**src/irpp_pkg.sv**
```systemverilog
// Package for the IR payload packetizer: constants and shared types.
// No dependencies; used by irpp_framer, irpp_emitter and the top level.
package irpp_pkg;

    // Largest payload of one packet and largest message, in bytes
    localparam logic [11:0] MAX_PAYLOAD = 12'd250;
    localparam logic [11:0] MAX_MESSAGE = 12'd2048;

    // Framing overhead counted in the length byte (checksum high and low)
    localparam logic [7:0] LEN_OVERHEAD = 8'd2;

    // Room for the framed bytes caused by one payload byte (at most 7 occur)
    localparam int MAX_RESULTS = 9;
    localparam int CNT_W       = $clog2(MAX_RESULTS + 1);

    typedef logic [CNT_W-1:0] res_cnt_t;

    typedef struct packed {
        logic       message_end;
        logic       packet_end;
        logic [7:0] framed_byte;
    } out_item_t;

    typedef struct packed {
        out_item_t [MAX_RESULTS-1:0] items;
        res_cnt_t                    count;
    } result_set_t;

endpackage

```
**src/irpp_framer.sv**
```systemverilog
// Packet framing state and the single-pass logic that turns one payload byte
// into its list of framed bytes. Depends on irpp_pkg.
module irpp_framer
(
    input  logic                 clk,
    input  logic                 rst_n,
    input  logic                 load,
    input  logic [7:0]           data_byte,
    input  logic                 first_of_message,
    input  logic [11:0]          message_length,
    output irpp_pkg::result_set_t res
);

    logic [7:0]  packet_number_reg,     packet_number_next;
    logic [11:0] bytes_remaining_reg,   bytes_remaining_next;
    logic [7:0]  packet_bytes_left_reg, packet_bytes_left_next;
    logic [15:0] running_sum_reg,       running_sum_next;
    logic        message_active_reg,    message_active_next;
    logic        trailer_due_reg,       trailer_due_next;

    logic [11:0] len_sat;
    logic        act;
    logic [7:0]  pn;
    logic [11:0] br;
    logic [7:0]  pbl;
    logic [15:0] sum;
    logic        td;
    logic        hdr;
    logic [11:0] size;
    logic [7:0]  lbyte;
    logic        td1;
    logic [7:0]  pbl1;
    logic [15:0] sum1;
    logic [15:0] sum2;
    logic [7:0]  pbl2;
    logic [11:0] br2;
    logic        close;
    logic        last;
    logic [7:0]  pn2;
    logic [15:0] tsum;
    irpp_pkg::res_cnt_t k;

    always_comb
    begin
        len_sat = (message_length > irpp_pkg::MAX_MESSAGE) ? irpp_pkg::MAX_MESSAGE
                                                           : message_length;
        // a first byte restarts everything; zero length leaves the block idle
        act = first_of_message ? (len_sat != 12'd0) : message_active_reg;
        pn  = first_of_message ? 8'd0  : packet_number_reg;
        br  = first_of_message ? len_sat : bytes_remaining_reg;
        pbl = first_of_message ? 8'd0  : packet_bytes_left_reg;
        sum = first_of_message ? 16'd0 : running_sum_reg;
        td  = first_of_message ? 1'b0  : trailer_due_reg;

        hdr   = (pbl == 8'd0);
        size  = (br < irpp_pkg::MAX_PAYLOAD) ? br : irpp_pkg::MAX_PAYLOAD;
        lbyte = size[7:0] + irpp_pkg::LEN_OVERHEAD;
        td1   = hdr ? ((size == br) && (size == irpp_pkg::MAX_PAYLOAD)) : td;
        pbl1  = hdr ? size[7:0] : pbl;
        sum1  = hdr ? ({8'd0, pn} + {8'd0, lbyte}) : sum;
        sum2  = sum1 + {8'd0, data_byte};
        pbl2  = pbl1 - 8'd1;
        br2   = br - 12'd1;
        close = (pbl2 == 8'd0);
        last  = close && (br2 == 12'd0);
        pn2   = pn + 8'd1;
        tsum  = {8'd0, pn2} + {8'd0, irpp_pkg::LEN_OVERHEAD};

        res = '0;
        k   = '0;
        if (act)
        begin
            if (hdr)
            begin
                res.items[k] = '{message_end: 1'b0, packet_end: 1'b0, framed_byte: pn};
                k = k + 1'b1;
                res.items[k] = '{message_end: 1'b0, packet_end: 1'b0, framed_byte: lbyte};
                k = k + 1'b1;
            end
            res.items[k] = '{message_end: 1'b0, packet_end: 1'b0, framed_byte: data_byte};
            k = k + 1'b1;
            if (close)
            begin
                res.items[k] = '{message_end: 1'b0, packet_end: 1'b0,
                                 framed_byte: sum2[15:8]};
                k = k + 1'b1;
                res.items[k] = '{message_end: last && !td1, packet_end: 1'b1,
                                 framed_byte: sum2[7:0]};
                k = k + 1'b1;
                // empty trailer packet after a full final packet
                if (last && td1)
                begin
                    res.items[k] = '{message_end: 1'b0, packet_end: 1'b0, framed_byte: pn2};
                    k = k + 1'b1;
                    res.items[k] = '{message_end: 1'b0, packet_end: 1'b0,
                                     framed_byte: irpp_pkg::LEN_OVERHEAD};
                    k = k + 1'b1;
                    res.items[k] = '{message_end: 1'b0, packet_end: 1'b0,
                                     framed_byte: tsum[15:8]};
                    k = k + 1'b1;
                    res.items[k] = '{message_end: 1'b1, packet_end: 1'b1,
                                     framed_byte: tsum[7:0]};
                    k = k + 1'b1;
                end
            end
        end
        res.count = k;
    end

    always_comb
    begin
        packet_number_next     = packet_number_reg;
        bytes_remaining_next   = bytes_remaining_reg;
        packet_bytes_left_next = packet_bytes_left_reg;
        running_sum_next       = running_sum_reg;
        message_active_next    = message_active_reg;
        trailer_due_next       = trailer_due_reg;
        if (load)
        begin
            if (act)
            begin
                packet_bytes_left_next = pbl2;
                bytes_remaining_next   = br2;
                running_sum_next       = close ? 16'd0 : sum2;
                if (close)
                    packet_number_next = (last && td1) ? (pn + 8'd2) : pn2;
                else
                    packet_number_next = pn;
                message_active_next = !last;
                trailer_due_next    = last ? 1'b0 : td1;
            end
            else if (first_of_message)
            begin
                message_active_next = 1'b0;
                trailer_due_next    = 1'b0;
            end
        end
    end

    always_ff @(posedge clk or negedge rst_n)
    begin
        if (!rst_n)
        begin
            packet_number_reg     <= '0;
            bytes_remaining_reg   <= '0;
            packet_bytes_left_reg <= '0;
            running_sum_reg       <= '0;
            message_active_reg    <= 1'b0;
            trailer_due_reg       <= 1'b0;
        end
        else
        begin
            packet_number_reg     <= packet_number_next;
            bytes_remaining_reg   <= bytes_remaining_next;
            packet_bytes_left_reg <= packet_bytes_left_next;
            running_sum_reg       <= running_sum_next;
            message_active_reg    <= message_active_next;
            trailer_due_reg       <= trailer_due_next;
        end
    end

endmodule

```
**src/irpp_emitter.sv**
```systemverilog
// Result register holding the framed bytes of one request and the sequencer
// that hands them out one per cycle while out_ready is high. Depends on irpp_pkg.
module irpp_emitter
(
    input  logic                  clk,
    input  logic                  rst_n,
    input  logic                  load,
    input  irpp_pkg::result_set_t res,
    output logic                  free,
    output logic                  out_valid,
    input  logic                  out_ready,
    output irpp_pkg::out_item_t   out_item
);

    localparam int CNT_W_PLUS = irpp_pkg::CNT_W + 1;

    irpp_pkg::out_item_t [irpp_pkg::MAX_RESULTS-1:0] buf_reg;
    irpp_pkg::res_cnt_t idx_reg, idx_next;
    irpp_pkg::res_cnt_t rem_reg, rem_next;
    logic               pop;

    assign out_valid = (rem_reg != '0);
    assign out_item  = buf_reg[idx_reg];
    assign pop       = out_valid && out_ready;
    // take the next request as the last byte of this one leaves
    assign free      = (rem_reg == '0) || ((rem_reg == irpp_pkg::res_cnt_t'(1)) && pop);

    always_comb
    begin
        idx_next = idx_reg;
        rem_next = rem_reg;
        if (load)
        begin
            idx_next = '0;
            rem_next = res.count;
        end
        else if (pop)
        begin
            idx_next = idx_reg + 1'b1;
            rem_next = rem_reg - 1'b1;
        end
    end

    always_ff @(posedge clk or negedge rst_n)
    begin
        if (!rst_n)
        begin
            idx_reg <= '0;
            rem_reg <= '0;
        end
        else
        begin
            idx_reg <= idx_next;
            rem_reg <= rem_next;
        end
    end

    always_ff @(posedge clk)
    begin
        if (load)
            buf_reg <= res.items;
    end

    a_rem_bound: assert property (@(posedge clk) disable iff (!rst_n)
        ({1'b0, idx_reg} + {1'b0, rem_reg}) <= (CNT_W_PLUS)'(irpp_pkg::MAX_RESULTS))
        else $error("read pointer ran past the result set");

    a_msg_end_closes: assert property (@(posedge clk) disable iff (!rst_n)
        out_valid && out_item.message_end |-> out_item.packet_end)
        else $error("message end without packet end");

    a_load_only_free: assert property (@(posedge clk) disable iff (!rst_n)
        load |=> (rem_reg == $past(res.count)) && (idx_reg == '0))
        else $error("result set not loaded");

    a_pop_advances: assert property (@(posedge clk) disable iff (!rst_n)
        pop && !load |=> (idx_reg == $past(idx_reg) + 1'b1)
                         && (rem_reg == $past(rem_reg) - 1'b1))
        else $error("sequencer did not advance on a taken byte");

endmodule

```
**src/ir_payload_packetizer_top.sv**
```systemverilog
// Top level of the IR payload packetizer: stream ports, framer and emitter.
// Depends on irpp_pkg, irpp_framer and irpp_emitter.
//
//  channel   dir  tdata                               tuser              tlast
//  s_axis    in   [7:0] data_byte, [19:8] msg length  first_of_message   -
//  m_axis    out  [7:0] framed_byte                   message_end        packet_end
//
// A payload byte is framed in the cycle it is taken; its framed bytes leave
// from the next cycle on, 0 to 7 of them (none for a dropped byte; header,
// checksum and trailer bytes add to the one payload byte).
// The next request is taken in the cycle the last framed byte leaves, so
// bytes that frame to one result flow at one per cycle while m_axis_tready is high.
// Output stalls hold the input off; no clearing pass after reset.
module ir_payload_packetizer_top
(
    input  logic        clk,
    input  logic        rst_n,
    input  logic        s_axis_tvalid,
    output logic        s_axis_tready,
    input  logic [23:0] s_axis_tdata,   // [7:0] data_byte, [19:8] message_length, rest 0
    input  logic        s_axis_tuser,   // [0] first_of_message
    output logic        m_axis_tvalid,
    input  logic        m_axis_tready,
    output logic [7:0]  m_axis_tdata,   // [7:0] framed_byte
    output logic        m_axis_tlast,
    output logic        m_axis_tuser    // [0] message_end
);

    irpp_pkg::result_set_t res;
    irpp_pkg::out_item_t   out_item;
    logic                  load;
    logic                  free;

    assign s_axis_tready = free;
    assign load          = s_axis_tvalid && free;

    irpp_framer u_framer
    (
        .clk              (clk),
        .rst_n            (rst_n),
        .load             (load),
        .data_byte        (s_axis_tdata[7:0]),
        .first_of_message (s_axis_tuser),
        .message_length   (s_axis_tdata[19:8]),
        .res              (res)
    );

    irpp_emitter u_emitter
    (
        .clk       (clk),
        .rst_n     (rst_n),
        .load      (load),
        .res       (res),
        .free      (free),
        .out_valid (m_axis_tvalid),
        .out_ready (m_axis_tready),
        .out_item  (out_item)
    );

    assign m_axis_tdata = out_item.framed_byte;
    assign m_axis_tlast = out_item.packet_end;
    assign m_axis_tuser = out_item.message_end;

endmodule
```
**config.mk**
```make
export PLATFORM = sky130hd
export DESIGN_NAME = ir_payload_packetizer_top
export DESIGN_NICKNAME = d
export VERILOG_FILES = /design/src/irpp_pkg.sv /design/src/irpp_framer.sv /design/src/irpp_emitter.sv /design/src/ir_payload_packetizer_top.sv
export SDC_FILE = /design/constraint.sdc
export NUM_CORES = 1
export LEC_CHECK = 0
export BUFFER_PORTS_ARGS = -buffer_cell sky130_fd_sc_hd__buf_2
export CAP_MARGIN = 20
export CELL_PAD_IN_SITES_DETAIL_PLACEMENT = 1
export CELL_PAD_IN_SITES_GLOBAL_PLACEMENT = 1
export CORE_MARGIN = 2
export CORE_UTILIZATION = 44
export CTS_CLUSTER_DIAMETER = 60
export DETAILED_ROUTE_END_ITERATION = 8
export PLACE_DENSITY_LB_ADDON = 0.1
export SYNTH_ARGS = -nofsm -noshare
export SYNTH_HDL_FRONTEND = slang
export SYNTH_SLANG_ARGS = --single-unit
```
**constraint.sdc**
```tcl
create_clock -name clk -period 5.8 [get_ports clk]
set_input_delay 1.16 -clock clk [delete_from_list [all_inputs] [get_ports clk]]
set_output_delay 1.16 -clock clk [all_outputs]
set_load 0.01 [all_outputs]
```
==> results of run 1 <==
==> routing by layer <==
metal / up-vias / track usage / share of wire
li1: 3482 / - / -
met1: 3756 / 0.348 / 0.41
met5: - / 0 / 0
met3: 65 / 0.0324 / 0.028
met2: 194 / 0.531 / 0.52
met4: 0 / 0.121 / 0.035
==> metrics by stage <==
step / hold slack (ns) / power (mW)
after detailed placement: 0.475 / 3.61
after global routing: 0.520 / 5.03
after global placement: 0.461 / 3.49
after CTS: 0.491 / 4.75
final: 0.488 / 4.75
after floorplan: 0.447 / 2.70
==> synthesized netlist by cell type, drive strengths merged (3+ instances only) <==
cell / number / share of area
and3: 5 / 0.0038
a21o: 8 / 0.0072
nor2: 90 / 0.041
o21a: 4 / 0.0036
a2111oi: 4 / 0.0065
mux2: 6 / 0.0081
nand4: 8 / 0.0097
dfrtp: 54 / 0.16
a22oi: 4 / 0.0053
mux4: 9 / 0.024
o211a: 4 / 0.0048
o211ai: 14 / 0.013
clkbuf: 29 / 0.013
a211oi: 6 / 0.0060
xnor2: 27 / 0.029
o21ai: 73 / 0.044
nand4b: 3 / 0.0032
nand2b: 13 / 0.0098
mux2i: 16 / 0.019
nand3b: 9 / 0.0081
nor4: 5 / 0.0038
nand2: 121 / 0.055
inv: 36 / 0.017
xor2: 20 / 0.021
and2: 11 / 0.0083
nor4b: 5 / 0.0060
or4: 4 / 0.0036
a31oi: 11 / 0.0083
nor3b: 4 / 0.0036
o31ai: 12 / 0.011
a22o: 4 / 0.0042
or3: 6 / 0.0051
nand3: 32 / 0.021
buf: 18 / 0.014
nor2b: 11 / 0.0083
o22ai: 7 / 0.0053
a21oi: 45 / 0.027
ha: 31 / 0.047
nor3: 18 / 0.011
a221o: 4 / 0.0048
edfxtp: 71 / 0.26
==> cell type report <==
type,count,area (um^2)
repair buffers,140,965
clock inverters,15,175
clock buffers,17,425
multi-input cells,692,4510
well taps,234,293
flip-flops and latches,125,3480
fillers,2164,8580
inverters,37,141
==> worst paths after layout <==
| check | cells after the start | from | slack, ns | end |
|---|---|---|---|---|
| max reg2reg | 19 | u_framer.bytes_remaining_reg[9] | 0.77 | u_emitter.buf_reg[11] |
| max | 21 | s_axis_tuser | 0.24 | u_emitter.buf_reg[11] |
| min reg2reg | 2 | u_framer.bytes_remaining_reg[2] | 0.49 | u_framer.bytes_remaining_reg[2] |
| max in group asynchronous | 2 | rst_n | 4.39 | u_framer.packet_number_reg[6] |
| min | 2 | u_framer.bytes_remaining_reg[2] | 0.49 | u_framer.bytes_remaining_reg[2] |
| min in group asynchronous | 2 | rst_n | 0.87 | u_emitter.rem_reg[3] |
==> worst register-to-register path, delay by kind of cell (launching register included) <==
family	cells	cell delay, ns
flops	1	0.43
fa+ha+maj	2	0.61
simple gates	5	1.25
xor+xnor	2	0.41
compound gates	8	1.77
buf+inv	2	0.29
==> power groups by stage <==
| stage | combinational, mW | clock, mW | sequential [mW] |
|---|---|---|---|
| 6_report | 2.27 | 1.11 | 1.38 |
| 2_1_floorplan | 1.40 | 0 | 1.30 |
| 4_1_cts | 2.25 | 1.12 | 1.37 |
| 5_1_grt | 2.47 | 1.16 | 1.40 |
| 3_3_place_gp | 2.13 | 0 | 1.37 |
| 3_5_place_dp | 2.23 | 0 | 1.39 |
==> logic make-up after synthesis <==
group / after synthesis / share of synthesized area
simple gates: 351 / 0.209
compound gates: 221 / 0.175
flops: 125 / 0.420
buf+inv: 84 / 0.0442
xor+xnor: 47 / 0.0497
fa+ha+maj: 33 / 0.0504
mux: 31 / 0.0519
other cells: 1 / 0.000452
==> repair_timing <==
item,CTS,global route
hold buffers,0,0
setup endpoints to repair,1,16
pin swaps,0,1
gates cloned,0,0
resized for setup,1,8
==> reports/results.tsv, run 1 <==
metric	value	unit
status	complete, no violations	
io_pins	41	
routed_wl	28100	um
synth_flop_cell	edfxtp_1	
row_count	50	
num-nets-final	1074	
maxCapViolations	0	
post_dp_cell_area	0.00936	mm^2
required	5.97	ns
setup_tns	0	ns
timing.fmax	0.180	GHz
layout-drive-gt1-share	0.209	
grt_usage	0.291	
intPower	2.73	mW
max_stage_delay	0.38	ns
crit_chain	buf_2 > buf_6 > nand4b_1 > a222oi_1 > buf_4 > a21oi_2 > and2_1 > ha_1 > maj3_1 > a221o_1 > a21oi_1 > xor2_1 > o21ai_0 > ha_1 > or3_1 > o2111a_1 > a211oi_2 > inv_1 > and2_1 > xnor2_2 > o21ai_1	
p_per_area	475	mW/mm^2
clk_path_buf_depth	2	
largest_reg_flops	71	
finalWeightedCongestion	0.890	
first_global_vias	8037	
cts_buffers	17	
dr.pass1.iters	4	
worst_slew_pin_slew	0.982	ns
setup_viol	0	
place_hpwl	20600	um
stdcell_area	0.0100	mm^2
crit_path_start_kind	input pin	
syn-mean-instance-area	9.28	um^2
overflow	0	
grt_pass1_wl	44500	um
synth_edf_count	71	
post_synth_num_cell_types	82	
cts.sinks	125	
vias	7497	
layout_commonest_cell	nand2_1	
path_clk_slew	0.06	ns
maxSlewHeadroom	0.345	
place_inst	1228	
cts_max_level	4	
ant_nets	0	
crit_fanout	14	
slew_viol_final	0	
critPathKind	in2reg	
worstSkewPairLatency	0.43	ns
core	0.0186	mm^2
worstSetupEndpointType	flop	
finClkSkew	0.00865	ns
swShare	0.425	
fin_crit_sh	0.959	
layout_common_cells	118 x nand2_1, 103 x buf_4, 90 x nor2_1	
critical-path-top-delay-family	compound AO/OA/AOI/OAI gates	
hold_viol	0	
worstPathArrival	5.73	ns
routed_via_density	5.95	
path_buf_inv	4	
antenna_cells	0	
dr.first_iter.drc_count	436	
p_leak	4.18	nW
syn_inst	893	
tritoncts	done	
final_util	0.538	
drcViolationCount	0	
port-buffer-count	36	
power_switching	2.02	mW
area_growth	20.6	%
instances_no_fill	1260	
yosysWarnings	0	
dieArea	0.0200	mm^2
die_y	141	um
fin_ws	0.238	ns
cp_slowest_cell	maj3_1	
period_minus_slack	5.56	ns
grt_max_degree	78	
ys_ff_latch	125	
postCtsSetupBuffers	0	
wl_per_cell	22.3	um
preCtsSetupSlack	-0.510	ns
initial_utilization	0.446	
ys_seq_area_frac	0.420	
cts_root_buf	clkbuf_16	
peakVddDrop	0.221	mV
synth_area	0.00829	mm^2
antenna_found_initial	0	
async_reset_ff_frac	0.432	
p_clk_frac	0.233	
hold_class	reg2reg	
combPwrFrac	0.477	
seqPwrFrac	0.290	
die_w	141	um
No activity file was read; power rests on OpenSTA's default activity.
==> inputs of run 2 (changes only) <==
--- a/config.mk
+++ b/config.mk
@@ -14,6 +14,7 @@
 export CTS_CLUSTER_DIAMETER = 60
 export DETAILED_ROUTE_END_ITERATION = 8
 export PLACE_DENSITY_LB_ADDON = 0.1
+export REMOVE_ABC_BUFFERS = 1
 export SYNTH_ARGS = -nofsm -noshare
 export SYNTH_HDL_FRONTEND = slang
 export SYNTH_SLANG_ARGS = --single-unit
==> constraint.sdc (replaced) <==
create_clock -name clk -period 6.35 [get_ports clk]
set_input_delay 1.27 -clock clk [delete_from_list [all_inputs] [get_ports clk]]
set_output_delay 1.27 -clock clk [all_outputs]
set_load 0.01 [all_outputs]
==> run 2 against run 1 <==
Net effect: sequential share of layout area up 1.9 points; worst hold slack worse by 0.0021 ns; utilization decreased by 2.8 points; global-route usage is 2.4 points lower; first-iteration DRC count fell by 10%; critical endpoint is now u_emitter.buf_reg[10]; highest routed layer unchanged.
==> reports/results.tsv, run 2 (synthesis gave the netlist of run 1 again) <==
metric	value	unit
rsz0062_at_grt	no	
hold_buffers	0	
swShare	0.424	
power_switching	1.73	mW
cts_root_buf	clkbuf_16	
cpMostUsedCell	o21ai_0	
clk_path_buf_depth	2	
first_global_vias	7252	
routed_via_density	5.89	
tritoncts	done	
antenna_cells	0	
finClkSkew	0.00792	ns
preCtsSetupSlack	0.0659	ns
finalWeightedCongestion	0.940	
antenna_found_initial	0	
setup_tns	0	ns
postCtsSetupBuffers	0	
io_pins	41	
seqPwrFrac	0.304	
max_stage_delay	0.49	ns
timing.fmax	0.167	GHz
layout-drive-gt1-share	0.151	
fill_cells	2148	
core	0.0186	mm^2
grt_max_degree	78	
overflow	0	
crit_chain	buf_2 > buf_12 > o21ai_0 > nand3_1 > nor3b_1 > o21ai_0 > ha_1 > or3_1 > a221o_1 > a31oi_1 > xor2_1 > o21ai_0 > ha_1 > or3_1 > o21ai_0 > xnor2_1 > buf_4 > nand3_1 > a21oi_1	
peakVddDrop	0.218	mV
port-buffer-count	36	
wl_per_cell	21.6	um
largest_reg_flops	71	
post_dp_cell_area	0.00889	mm^2
layout_commonest_cell	nand2_1	
p_per_area	431	mW/mm^2
p_leak	3.85	nW
cp_slowest_cell	o21ai_0	
critPathKind	in2reg	
vias	7044	
area_growth	14.2	%
worstSkewPairLatency	0.43	ns
dieArea	0.0200	mm^2
maxCapViolations	0	
dr.pass1.iters	7	
worst_slew_pin_slew	0.973	ns
path_buf_inv	3	
layout_common_cells	118 x nand2_1, 90 x nor2_1, 71 x edfxtp_1	
die_w	141	um
grt_usage	0.267	
crit_path_start_kind	input pin	
place_hpwl	18900	um
path_clk_slew	0.06	ns
die_y	141	um
initial_utilization	0.446	
required	6.61	ns
cts.sinks	125	
worstSetupEndpointType	flop	
instances_no_fill	1196	
status	complete, no violations	
cts_max_level	4	
combPwrFrac	0.457	
hold_class	reg2reg	
critical-path-top-delay-family	compound AO/OA/AOI/OAI gates	
place_inst	1164	
worstPathArrival	6.26	ns
drcViolationCount	0	
intPower	2.35	mW
routed_wl	25800	um
fin_ws	0.346	ns
row_count	50	
cts_resized	0	
p_clk_frac	0.240	
dr.first_iter.drc_count	391	
hold_viol	0	
num-nets-final	1010	
slew_viol_final	0	
fin_crit_sh	0.946	
period_minus_slack	6.00	ns
ant_nets	0	
grt_pass1_wl	41000	um
total_power	4.08	mW
setup_viol	0	
crit_fanout	25	
stdcell_area	0.00947	mm^2
cts_buffers	17	
maxSlewHeadroom	0.351	
-- run 2: cell types whose count changed in the layout (fill, tap and decap cells not counted), sizes merged --
cell,previous run,this run
buf,140,76
inv,46,47
clkinvlp,2,3
clkinv,3,1
-- run 2: worst paths after layout --
| check | from | to | slack [ns] | cells past startpoint |
|---|---|---|---|---|
| worst min-delay path | u_framer.running_sum_reg[6] | u_framer.running_sum_reg[6] | 0.49 | 2 |
| worst min register to register | u_framer.running_sum_reg[6] | u_framer.running_sum_reg[6] | 0.49 | 2 |
| max in group asynchronous | rst_n | u_framer.packet_number_reg[1] | 4.82 | 2 |
| worst max register to register | u_framer.bytes_remaining_reg[3] | u_emitter.buf_reg[10] | 1.07 | 18 |
| min in group asynchronous | rst_n | u_framer.packet_bytes_left_reg[0] | 1.00 | 2 |
| worst max-delay path | s_axis_tuser | u_emitter.buf_reg[10] | 0.35 | 19 |
-- run 2: stage by stage --
stage,hold WS (ns),utilization
global placement,0.463,0.479
detailed placement,0.477,0.479
CTS,0.493,0.510
floorplan,0.447,-
finish,0.486,0.510
global route,0.523,0.510
-- run 2: power by group through the flow --
| stage | Sequential, mW | Clock (mW) | Combinational (mW) |
|---|---|---|---|
| 2_1_floorplan | 1.24 | 0 | 1.20 |
| 3_3_place_gp | 1.24 | 0 | 1.78 |
| 3_5_place_dp | 1.25 | 0 | 1.85 |
| 4_1_cts | 1.24 | 0.995 | 1.87 |
| 5_1_grt | 1.26 | 1.02 | 2.05 |
| 6_report | 1.24 | 0.978 | 1.86 |
-- run 2: final cells by class --
cell class	count	area, um^2	share of cell area
well taps	234	293	0.0309
clock buffers	17	425	0.0449
clock inverters	15	150	0.0159
repair buffers	76	493	0.0521
inverters	37	141	0.0149
flip-flops and latches	125	3480	0.368
multi-input cells	692	4480	0.474
-- run 2: worst reg2reg max path: cells and delay by family, from the launching register on --
kind	cells	cell delay [ns]
compound gates	7	2.00
fa+ha+maj	2	0.59
xor+xnor	2	0.50
flops	1	0.44
buf+inv	2	0.26
simple gates	5	1.34
-- run 2: metal layers --
layer	global-route usage	up-vias	wire (um)
met2	0.468	133	13100
met5	0	-	0
met3	0.0341	39	747
li1	-	3357	-
met4	0.0942	0	595
met1	0.340	3515	11400
